## src/sv/dcmet_pkg.sv

```systemverilog
`timescale 1ns / 1ps
package dcmet_pkg;

  // Serial multiplier geometry: signed multiplicand, unsigned multiplier
  // consumed one byte per cycle, LSB first.
  localparam int unsigned DigW   = 8;
  localparam int unsigned NumDig = 3;
  localparam int unsigned BW     = DigW * NumDig;
  localparam int unsigned AW     = 41;
  localparam int unsigned PW     = AW + BW;

  typedef logic [2:0]  cfg_idx_t;
  typedef logic [23:0] cfg_data_t;

  // Register map
  localparam cfg_idx_t RegEmfK = 3'd0;
  localparam cfg_idx_t RegCond = 3'd1;
  localparam cfg_idx_t RegRes  = 3'd2;
  localparam cfg_idx_t RegIlim = 3'd3;
  localparam cfg_idx_t RegTto  = 3'd4;
  localparam cfg_idx_t RegDt   = 3'd5;

  typedef struct packed {
    logic [23:0] emf_k;  // V per wheel rad/s, Q8.16
    logic [23:0] cond;   // siemens, Q8.16
    logic [23:0] res;    // ohms, Q8.16
    logic [15:0] ilim;   // amperes, Q8.8
    logic [23:0] tto;    // Nm per ampere, Q8.16
    logic [15:0] dt;     // seconds, Q0.16
  } cfg_t;

endpackage

```

## src/sv/dcmet_mul.sv

```systemverilog
`timescale 1ns / 1ps
// Digit-serial multiplier: one byte of b per cycle, product bits shift
// into the low register as the multiplier digits shift out.
module dcmet_mul (
  input  logic                                  clk_i,
  input  logic                                  rst_ni,
  input  logic                                  start_i,
  input  logic signed [dcmet_pkg::AW-1:0]       a_i,
  input  logic        [dcmet_pkg::BW-1:0]       b_i,
  output logic                                  done_o,
  output logic signed [dcmet_pkg::PW-1:0]       prod_o
);

  localparam int unsigned AW     = dcmet_pkg::AW;
  localparam int unsigned BW     = dcmet_pkg::BW;
  localparam int unsigned DigW   = dcmet_pkg::DigW;
  localparam int unsigned NumDig = dcmet_pkg::NumDig;
  localparam int unsigned SumW   = AW + DigW + 1;
  localparam int unsigned CntW   = $clog2(NumDig);
  localparam logic [CntW-1:0] CntLast = CntW'(NumDig - 1);

  logic signed [AW-1:0]   a_q;
  logic signed [AW-1:0]   hi_q, hi_d;
  logic        [BW-1:0]   lo_q, lo_d;
  logic        [CntW-1:0] cnt_q, cnt_d;
  logic                   busy_q, busy_d;
  logic                   done_q, done_d;
  logic signed [SumW-1:0] pp;
  logic signed [SumW-1:0] sum;

  always_comb begin
    pp   = a_q * $signed({1'b0, lo_q[DigW-1:0]});
    sum  = pp + hi_q;
    hi_d = sum[SumW-2:DigW];
    lo_d = {sum[DigW-1:0], lo_q[BW-1:DigW]};
  end

  always_comb begin
    busy_d = busy_q;
    cnt_d  = cnt_q;
    done_d = 1'b0;
    if (start_i) begin
      busy_d = 1'b1;
      cnt_d  = '0;
    end else if (busy_q) begin
      cnt_d = cnt_q + 1'b1;
      if (cnt_q == CntLast) begin
        busy_d = 1'b0;
        done_d = 1'b1;
      end
    end
  end

  always_ff @(posedge clk_i or negedge rst_ni) begin
    if (!rst_ni) begin
      busy_q <= 1'b0;
      cnt_q  <= '0;
      done_q <= 1'b0;
    end else begin
      busy_q <= busy_d;
      cnt_q  <= cnt_d;
      done_q <= done_d;
    end
  end

  always_ff @(posedge clk_i) begin
    if (start_i) begin
      a_q  <= a_i;
      hi_q <= '0;
      lo_q <= b_i;
    end else if (busy_q) begin
      hi_q <= hi_d;
      lo_q <= lo_d;
    end
  end

  assign done_o = done_q;
  assign prod_o = {hi_q, lo_q};

endmodule

```

## src/sv/dcmet_cfg.sv

```systemverilog
`timescale 1ns / 1ps
// Configuration register file; unknown indexes are dropped.
module dcmet_cfg (
  input  logic                 clk_i,
  input  logic                 rst_ni,
  input  logic                 cfg_we_i,
  input  dcmet_pkg::cfg_idx_t  cfg_idx_i,
  input  dcmet_pkg::cfg_data_t cfg_data_i,
  output dcmet_pkg::cfg_t      cfg_o
);

  localparam dcmet_pkg::cfg_t CfgReset = '{
    emf_k: 24'd0,
    cond:  24'd0,
    res:   24'd65536,
    ilim:  16'd0,
    tto:   24'd0,
    dt:    16'd655
  };

  dcmet_pkg::cfg_t cfg_q, cfg_d;

  always_comb begin
    cfg_d = cfg_q;
    if (cfg_we_i) begin
      unique case (cfg_idx_i)
        dcmet_pkg::RegEmfK: cfg_d.emf_k = cfg_data_i;
        dcmet_pkg::RegCond: cfg_d.cond  = cfg_data_i;
        dcmet_pkg::RegRes:  cfg_d.res   = cfg_data_i;
        dcmet_pkg::RegIlim: cfg_d.ilim  = cfg_data_i[15:0];
        dcmet_pkg::RegTto:  cfg_d.tto   = cfg_data_i;
        dcmet_pkg::RegDt:   cfg_d.dt    = cfg_data_i[15:0];
        default: ;
      endcase
    end
  end

  always_ff @(posedge clk_i or negedge rst_ni) begin
    if (!rst_ni) begin
      cfg_q <= CfgReset;
    end else begin
      cfg_q <= cfg_d;
    end
  end

  assign cfg_o = cfg_q;

endmodule

```

## src/sv/dc_motor_electrical_thermal_step.sv

```systemverilog
`timescale 1ns / 1ps
// Channel   Direction  Handshake                 Payload
// input     in         in_valid_i / in_stall_o   wheel_speed_i, motor_command_i,
//                                                supply_voltage_i
// result    out        out_valid_o / out_stall_i emf_volts_o, motor_current_o,
//                                                shaft_torque_o, wheel_rpm_o,
//                                                temperature_o
// config    in         cfg_we_i (no wait)        cfg_idx_i, cfg_data_i
//
// An item runs from its transfer through the accept cycle, twelve products
// through the shared byte-serial multiplier (operand load, three digits and
// write-back each) and the finish cycle; no new item is taken before idle.
// The result register is loaded in the finish cycle, after the last write-back.
// Reset is asynchronous, active low; winding temperature resets to 25 C.
// A result that is held by out_stall_i keeps the next item in its finish cycle.
module dc_motor_electrical_thermal_step (
  input  logic                 clk_i,
  input  logic                 rst_ni,
  // input channel
  input  logic                 in_valid_i,
  output logic                 in_stall_o,
  input  logic signed [20:0]   wheel_speed_i,
  input  logic signed [15:0]   motor_command_i,
  input  logic        [15:0]   supply_voltage_i,
  // result channel
  output logic                 out_valid_o,
  input  logic                 out_stall_i,
  output logic signed [15:0]   emf_volts_o,
  output logic signed [16:0]   motor_current_o,
  output logic signed [23:0]   shaft_torque_o,
  output logic signed [18:0]   wheel_rpm_o,
  output logic        [15:0]   temperature_o,
  // configuration
  input  logic                 cfg_we_i,
  input  dcmet_pkg::cfg_idx_t  cfg_idx_i,
  input  dcmet_pkg::cfg_data_t cfg_data_i
);

  localparam logic [15:0] TempMin  = 16'd6400;   // 25 C in Q8.8
  localparam logic [15:0] TempMax  = 16'd38400;  // 150 C in Q8.8
  localparam logic [23:0] RpmScale = 24'd9778;   // 1/0.10472 scaled to Q.4 rpm
  localparam logic [23:0] Frac002  = 24'd1311;   // 0.02 in Q.16

  // sequencer states
  localparam logic [1:0] SIdle = 2'd0;
  localparam logic [1:0] SLoad = 2'd1;
  localparam logic [1:0] SRun  = 2'd2;
  localparam logic [1:0] SFin  = 2'd3;

  // product schedule, in order
  localparam logic [3:0] OpEmf   = 4'd0;   // ws * emf_k
  localparam logic [3:0] OpDrive = 4'd1;   // cmd * vbat
  localparam logic [3:0] OpRpm   = 4'd2;   // ws * rpm scale
  localparam logic [3:0] OpCur   = 4'd3;   // diff * conductance
  localparam logic [3:0] OpTlim  = 4'd4;   // ilim * tto
  localparam logic [3:0] OpTorq  = 4'd5;   // cur * tto
  localparam logic [3:0] OpCx    = 4'd6;   // (T - 25C) * dt
  localparam logic [3:0] OpCool  = 4'd7;   // * 0.02
  localparam logic [3:0] OpIsq   = 4'd8;   // |I| * |I|
  localparam logic [3:0] OpHb    = 4'd9;   // * R
  localparam logic [3:0] OpHc    = 4'd10;  // * dt
  localparam logic [3:0] OpHeat  = 4'd11;  // * 0.02

  dcmet_pkg::cfg_t cfg;

  logic [1:0] state_q, state_d;
  logic [3:0] op_q, op_d;
  logic       in_acc;
  logic       mul_start, mul_done, wb_en, fin, out_free;
  logic       out_valid_q, out_valid_d;

  logic signed [dcmet_pkg::AW-1:0] mul_a;
  logic        [dcmet_pkg::BW-1:0] mul_b;
  logic signed [dcmet_pkg::PW-1:0] prod;

  // captured input item
  logic signed [20:0] ws_q;
  logic signed [15:0] cmd_q;
  logic        [15:0] vbat_q;

  // intermediates
  logic signed [44:0] emf26_q;
  logic signed [15:0] emf_q;
  logic signed [40:0] ch_q;       // shared chain: diff, cx, isq, hb, hc
  logic signed [16:0] cur_q;
  logic        [32:0] tlim_q;
  logic signed [23:0] tq_q;
  logic signed [18:0] rpm_q;
  logic        [33:0] cool_q;
  logic signed [51:0] net_q;
  logic        [15:0] temp_q, temp_d;

  // result register
  logic signed [15:0] bemf_out_q;
  logic signed [16:0] cur_out_q;
  logic signed [23:0] tq_out_q;
  logic signed [18:0] rpm_out_q;

  // write-back arithmetic
  logic signed [27:0] emf_rnd;
  logic signed [15:0] emf_sat;
  logic signed [46:0] drive_x;
  logic        [19:0] rpm_rnd;
  logic signed [37:0] cur_rnd;
  logic signed [37:0] ilim_s;
  logic        [16:0] ilim17;
  logic        [16:0] ilim_neg;
  logic signed [16:0] cur_clamp;
  logic        [32:0] tlim_rnd;
  logic signed [34:0] tq_rnd;
  logic signed [34:0] tlim_s;
  logic signed [34:0] tq_lim;
  logic signed [23:0] tq_sat;
  logic signed [51:0] net_new;
  logic signed [16:0] cur_neg;
  logic        [15:0] cur_mag;
  logic        [15:0] temp_rise;
  logic signed [28:0] temp_sum;

  dcmet_cfg u_cfg (
    .clk_i      (clk_i),
    .rst_ni     (rst_ni),
    .cfg_we_i   (cfg_we_i),
    .cfg_idx_i  (cfg_idx_i),
    .cfg_data_i (cfg_data_i),
    .cfg_o      (cfg)
  );

  dcmet_mul u_mul (
    .clk_i   (clk_i),
    .rst_ni  (rst_ni),
    .start_i (mul_start),
    .a_i     (mul_a),
    .b_i     (mul_b),
    .done_o  (mul_done),
    .prod_o  (prod)
  );

  // ---------------------------------------------------------------------------
  // Sequencer
  // ---------------------------------------------------------------------------
  assign in_stall_o = (state_q != SIdle);
  assign in_acc     = in_valid_i && !in_stall_o;
  assign out_free   = !out_valid_q || !out_stall_i;

  always_comb begin
    state_d   = state_q;
    op_d      = op_q;
    mul_start = 1'b0;
    wb_en     = 1'b0;
    fin       = 1'b0;
    unique case (state_q)
      SIdle: begin
        if (in_acc) begin
          state_d = SLoad;
          op_d    = OpEmf;
        end
      end
      SLoad: begin
        mul_start = 1'b1;
        state_d   = SRun;
      end
      SRun: begin
        if (mul_done) begin
          wb_en = 1'b1;
          if (op_q == OpHeat) begin
            state_d = SFin;
          end else begin
            op_d    = op_q + 4'd1;
            state_d = SLoad;
          end
        end
      end
      SFin: begin
        // temperature and result register update together
        if (out_free) begin
          fin     = 1'b1;
          state_d = SIdle;
        end
      end
      default: state_d = SIdle;
    endcase
  end

  // ---------------------------------------------------------------------------
  // Operand select for the shared multiplier (b is always unsigned)
  // ---------------------------------------------------------------------------
  always_comb begin
    cur_neg   = -cur_q;
    cur_mag   = cur_q[16] ? cur_neg[15:0] : cur_q[15:0];
    temp_rise = temp_q - TempMin;  // never negative, temp is clamped
  end

  always_comb begin
    unique case (op_q)
      OpEmf: begin
        mul_a = {{20{ws_q[20]}}, ws_q};
        mul_b = cfg.emf_k;
      end
      OpDrive: begin
        mul_a = {{25{cmd_q[15]}}, cmd_q};
        mul_b = {8'd0, vbat_q};
      end
      OpRpm: begin
        mul_a = {{20{ws_q[20]}}, ws_q};
        mul_b = RpmScale;
      end
      OpCur: begin
        mul_a = ch_q;
        mul_b = cfg.cond;
      end
      OpTlim: begin
        mul_a = {25'd0, cfg.ilim};
        mul_b = cfg.tto;
      end
      OpTorq: begin
        mul_a = {{24{cur_q[16]}}, cur_q};
        mul_b = cfg.tto;
      end
      OpCx: begin
        mul_a = {25'd0, temp_rise};
        mul_b = {8'd0, cfg.dt};
      end
      OpCool: begin
        mul_a = ch_q;
        mul_b = Frac002;
      end
      OpIsq: begin
        mul_a = {25'd0, cur_mag};
        mul_b = {8'd0, cur_mag};
      end
      OpHb: begin
        mul_a = ch_q;
        mul_b = cfg.res;
      end
      OpHc: begin
        mul_a = ch_q;
        mul_b = {8'd0, cfg.dt};
      end
      OpHeat: begin
        mul_a = ch_q;
        mul_b = Frac002;
      end
      default: begin
        mul_a = '0;
        mul_b = '0;
      end
    endcase
  end

  // ---------------------------------------------------------------------------
  // Write-back arithmetic. Rounding to nearest is floor(v >> s) plus bit s-1.
  // ---------------------------------------------------------------------------
  always_comb begin
    // back EMF: Q.26 -> Q8.8, saturate
    emf_rnd = {prod[44], prod[44:18]} + {27'd0, prod[17]};
    if (emf_rnd > 28'sd32767) begin
      emf_sat = 16'sh7FFF;
    end else if (emf_rnd < -28'sd32768) begin
      emf_sat = 16'sh8000;
    end else begin
      emf_sat = emf_rnd[15:0];
    end

    // 2*drive - emf, rounded to Q.16 (unsaturated emf)
    drive_x = {{14{prod[31]}}, prod[31:0], 1'b0}
              - {{2{emf26_q[44]}}, emf26_q} + 47'sd512;

    rpm_rnd = {prod[34], prod[34:16]} + {19'd0, prod[15]};

    // current: Q.32 -> Q8.8, clamp to +-ilim
    cur_rnd  = {prod[60], prod[60:24]} + {37'd0, prod[23]};
    ilim_s   = {22'd0, cfg.ilim};
    ilim17   = {1'b0, cfg.ilim};
    ilim_neg = -ilim17;
    if (cur_rnd > ilim_s) begin
      cur_clamp = ilim17;
    end else if (cur_rnd < -ilim_s) begin
      cur_clamp = ilim_neg;
    end else begin
      cur_clamp = cur_rnd[16:0];
    end

    tlim_rnd = {1'b0, prod[39:8]} + {32'd0, prod[7]};

    // torque: stall clamp, then field saturation
    tq_rnd = {prod[41], prod[41:8]} + {34'd0, prod[7]};
    tlim_s = {2'd0, tlim_q};
    if (tq_rnd > tlim_s) begin
      tq_lim = tlim_s;
    end else if (tq_rnd < -tlim_s) begin
      tq_lim = -tlim_s;
    end else begin
      tq_lim = tq_rnd;
    end
    if (tq_lim > 35'sd8388607) begin
      tq_sat = 24'sh7FFFFF;
    end else if (tq_lim < -35'sd8388608) begin
      tq_sat = 24'sh800000;
    end else begin
      tq_sat = tq_lim[23:0];
    end

    // heat minus cooling, both Q.32
    net_new = {1'b0, prod[50:0]} - {18'd0, cool_q};

    // new temperature
    temp_sum = {13'd0, temp_q} + {net_q[51], net_q[51:24]} + {28'd0, net_q[23]};
    if (temp_sum < 29'sd6400) begin
      temp_d = TempMin;
    end else if (temp_sum > 29'sd38400) begin
      temp_d = TempMax;
    end else begin
      temp_d = temp_sum[15:0];
    end
  end

  // ---------------------------------------------------------------------------
  // Registers
  // ---------------------------------------------------------------------------
  always_ff @(posedge clk_i or negedge rst_ni) begin
    if (!rst_ni) begin
      state_q     <= SIdle;
      op_q        <= OpEmf;
      out_valid_q <= 1'b0;
      temp_q      <= TempMin;
    end else begin
      state_q     <= state_d;
      op_q        <= op_d;
      out_valid_q <= out_valid_d;
      if (fin) begin
        temp_q <= temp_d;
      end
    end
  end

  assign out_valid_d = fin || (out_valid_q && out_stall_i);

  always_ff @(posedge clk_i) begin
    if (in_acc) begin
      ws_q   <= wheel_speed_i;
      cmd_q  <= motor_command_i;
      vbat_q <= supply_voltage_i;
    end
    if (wb_en) begin
      unique case (op_q)
        OpEmf: begin
          emf26_q <= prod[44:0];
          emf_q   <= emf_sat;
        end
        OpDrive: ch_q   <= {{4{drive_x[46]}}, drive_x[46:10]};
        OpRpm:   rpm_q  <= rpm_rnd[18:0];
        OpCur:   cur_q  <= cur_clamp;
        OpTlim:  tlim_q <= tlim_rnd;
        OpTorq:  tq_q   <= tq_sat;
        OpCx:    ch_q   <= {9'd0, prod[31:0]};
        OpCool:  cool_q <= prod[41:8];
        OpIsq:   ch_q   <= {9'd0, prod[31:0]};
        OpHb:    ch_q   <= {1'b0, prod[55:16]};
        OpHc:    ch_q   <= {1'b0, prod[55:16]};
        OpHeat:  net_q  <= net_new;
        default: ;
      endcase
    end
    if (fin) begin
      bemf_out_q <= emf_q;
      cur_out_q  <= cur_q;
      tq_out_q   <= tq_q;
      rpm_out_q  <= rpm_q;
    end
  end

  assign out_valid_o     = out_valid_q;
  assign emf_volts_o     = bemf_out_q;
  assign motor_current_o = cur_out_q;
  assign shaft_torque_o  = tq_out_q;
  assign wheel_rpm_o     = rpm_out_q;
  // temperature only moves on a result load, so the state register is the field
  assign temperature_o   = temp_q;

  // ---------------------------------------------------------------------------
  // Assertions
  // ---------------------------------------------------------------------------
  ap_done_in_run: assert property (@(posedge clk_i) disable iff (!rst_ni)
    mul_done |-> state_q == SRun)
    else $error("multiplier finished outside the run state");

  ap_result_from_fin: assert property (@(posedge clk_i) disable iff (!rst_ni)
    $rose(out_valid_o) |-> $past(state_q == SFin))
    else $error("result appeared without a finish cycle");

  ap_temp_range: assert property (@(posedge clk_i) disable iff (!rst_ni)
    out_valid_o |-> (temperature_o >= TempMin && temperature_o <= TempMax))
    else $error("temperature out of range");

  ap_cur_limit: assert property (@(posedge clk_i) disable iff (!rst_ni)
    out_valid_o |-> ($signed(motor_current_o) <= $signed({1'b0, cfg.ilim}) &&
                     $signed(motor_current_o) >= -$signed({1'b0, cfg.ilim})))
    else $error("current beyond stall limit");

endmodule
```

## config.mk

```make
export PLATFORM = sky130hd
export DESIGN_NAME = dc_motor_electrical_thermal_step
export DESIGN_NICKNAME = d
export VERILOG_FILES = /design/src/sv/dcmet_pkg.sv /design/src/sv/dcmet_mul.sv /design/src/sv/dcmet_cfg.sv /design/src/sv/dc_motor_electrical_thermal_step.sv
export SDC_FILE = /design/constraint.sdc
export NUM_CORES = 2
export LEC_CHECK = 0
export ABC_AREA = 1
export BUFFER_PORTS_ARGS = -buffer_cell sky130_fd_sc_hd__buf_2
export CAP_MARGIN = 20
export CORE_MARGIN = 5
export CORE_UTILIZATION = 40
export CTS_CLUSTER_DIAMETER = 40
export CTS_CLUSTER_SIZE = 10
export DETAILED_ROUTE_END_ITERATION = 12
export GPL_ROUTABILITY_DRIVEN = 0
export SETUP_SLACK_MARGIN = 0.05
export SLEW_MARGIN = 40
export SYNTH_ARGS = -nofsm -noshare
export SYNTH_HDL_FRONTEND = slang
export SYNTH_HIERARCHICAL = 1
export SYNTH_SLANG_ARGS = --single-unit
```

## constraint.sdc

```tcl
create_clock -name clk_i -period 8.8 [get_ports clk_i]
set_clock_uncertainty 0.15 [all_clocks]
set_input_delay 0.44 -clock clk_i [delete_from_list [all_inputs] [get_ports clk_i]]
set_output_delay 0.44 -clock clk_i [all_outputs]
set_load 0.01 [all_outputs]
```

==> run metrics <==
drt drc=0; CP dominant cell by count=nand2_1; GRT Overall Usage=25.5%; Yosys Warn Count=6; post-route clock period utilization=73.2%; hold crit path type=primary input to register; Final Hold Vio Count=0; Sinks on Clock Net=648; vias per inst=~5.3; Critical-path top delay cell=edfxtp_1; first-iteration detailed-routing DRC count=4591; clk slew on worst S/H paths=50 ps; Max-Cap Viols=0; # hold bufs at CTS=87; layout cells sized above 1=8.78%; area grow syn2layout=14.2%; clk_lat worst skew=770 ps; Worst Setup Path Type=register to register; multi-input logic area=29100 um2; DP HPWL=140000 um; #FFs+latches synth=648; Register Area=18300 um2; share of the synthesized area in the top cell type=roughly 26%; Die X=373 um; largest net degree at the start of global routing=~100; CP peak stage delay=about 660 ps; met3 Use GR=4.52%; core area=131000 um2; Synth Flop Type=edfxtp_1; syn avg cell area=7.96 um2; post-route ant nets=0; worst relative slew slack=41.5%; Clock Tree Root=clkbuf_16; total wire length=roughly 180000 um; Most Used Layer, Global Route=met2; Rows=133; Post-Syn Area=52800 um2; unrepaired setup endpoints after global routing=false; filler cell count=~13000; met1 usage=32.4%; crit path time final=6440 ps; Syn Inst Count=6637; setup TNS=0 ps; synth unique cells=69; register area share after synthesis=34.6%; vias in the first global route=45400; final setup violation count=0; Arr. time, crit path=6740 ps; grt ovf=0; Die H=between 300 and 400 um; startpoint types=register; n_diodes=0; status=finished, final reports clean; TritonRoute pass-1 iters=6; syn nets=7391; CP max FO=32; Worst Tran Pin Value=a little under 900 ps; H-tree depth=3; number of synthesized flops with an enable pin=452; CTS tree=yes; number of buffers created by CTS=108; synth top area cells=edfxtp_1 26%, nand2_1 14%, fa_1 11%, ha_1 8.8%, inv_1 8.6%; Final Max Slew Viols=0; Die ar.=139000 um2; routed len/inst=~21 um; Req. time, crit path=9100 ps; met2 Track Usage GR=~41%; f_max=155 MHz; cell taking the most area after synthesis=edfxtp_1; cts repair resizes=0; Setup crit end kind=register; first-pass GRT wire length=roughly 270000 um; initial antenna violation count=9; CP top delay family=simple AND/OR/NAND/NOR gates; total I/O pin count=179; Final #Nets=7643; worst path bufs/invs=3; cell with the most instances after synthesis=nand2_1; FFs w/ async S/R, synth=a little under a quarter; deepest clock path buffer count=3; IO Port Bufs=178; Synth top cells by count=1993 x nand2_1, 1210 x inv_1, 452 x edfxtp_1; via count=46400; Initial Util=about two fifths; setup bufs post-CTS=0
[path summary, 6_finish.rpt]
kind,slack (ps),to,startpoint,depth (start not counted)
max,2360,tq_q[1],u_mul/lo_q[23],29
min in group asynchronous,500,u_cfg/cfg_o[109],rst_ni,3
max reg2reg,2360,tq_q[1],u_mul/lo_q[23],29
min,100,u_cfg/cfg_o[3],cfg_idx_i[1],6
max in group asynchronous,7140,temperature_o[11],rst_ni,4
min reg2reg,240,emf_volts_o[15],emf_q[15],0
[flip-flops by register name, indices dropped and copies added (netlist names), 19 cells and up]
signal and cells:
emf26_q 45, cool_q 34, u_cfg/cfg_o 128, rpm_q 19, shaft_torque_o 24, u_mul/hi_q 41
tlim_q 33, u_mul/a_q 41, ch_q 41, tq_q 24, ws_q 21, u_mul/lo_q 24
net_q 29, wheel_rpm_o 19
[cells in the final DEF (no fill, tap or decap), types with 27 or more instances in the layout]
cell | synthesis | final
nand2_1 | 1993 | 1988
inv_1 | 1210 | 1207
edfxtp_1 | 452 | 452
ha_1 | 373 | 373
nor2_1 | 362 | 351
nand3_1 | 304 | 304
fa_1 | 296 | 296
a21oi_1 | 267 | 266
o21ai_0 | 198 | 193
buf_2 | 41 | 177
xor2_1 | 155 | 155
dfrtp_1 | 145 | 145
clkbuf_16 | 0 | 108
nand4_1 | 106 | 106
dlygate4sd3_1 | 0 | 88
buf_4 | 4 | 66
nor3_1 | 66 | 63
nand2_2 | 53 | 58
dfxtp_1 | 41 | 41
o211ai_1 | 39 | 39
nor2_2 | 35 | 37
xnor2_1 | 32 | 32
o221ai_1 | 31 | 30
a221oi_1 | 27 | 27
[logic make-up (layout without fill, tap and decap cells)]
| logic type | after synthesis | in the layout | synth area share, % |
|---|---|---|---|
| buf+inv | 1429 | 1770 | 10.5 |
| compound gates | 696 | 696 | 7.76 |
| flops | 648 | 648 | 34.6 |
| fa+ha+maj | 669 | 669 | 20.1 |
| simple gates | 3008 | 3008 | 24.0 |
| xor+xnor | 187 | 187 | 3.10 |
[per-stage QoR]
stage / util [%] / cell area [um2] / instances / setup slack [ps] / hold slack, ps
final: 45.9 / 60300 / 8733 / 2360 / 95.3
after global placement: 42.3 / 55600 / 8442 / 2820 / 254
after floorplan: - / 52800 / 6637 / 3110 / -5.59
after CTS: 45.9 / 60200 / 8730 / 2510 / 38.0
after global routing: 45.9 / 60300 / 8733 / 1780 / 95.8
after detailed placement: 42.4 / 55700 / 8444 / 2600 / 255
[metal layers]
metal  part of all wire [%]  vias to the layer above
li1                       -                    21700
met1                     40                    22000
met2                     46                     2172
met3                    8.1                      542
met4                    6.3                        8
met5                  0.031                        -
[cell type report]
| type | instances | area share, % |
|---|---|---|
| multi-input combinational | 4560 | 48.3 |
| sequential | 648 | 30.3 |
| inverter | 1232 | 7.67 |
| clock buffer | 133 | 4.69 |
| timing repair buffer | 339 | 4.00 |
| tap | 1755 | 3.64 |
| clock inverter | 66 | 1.41 |
[worst min-delay path: stages]
cell and delay (ps):
buf_2 160, inv_2 50, nand2_1 100, nor2_4 120
nand2_1 80, nand2_1 50
Power is left out: the tool's default activity adds up to more than one toggle a clock period on the data nets, which glitch-free logic cannot reach.
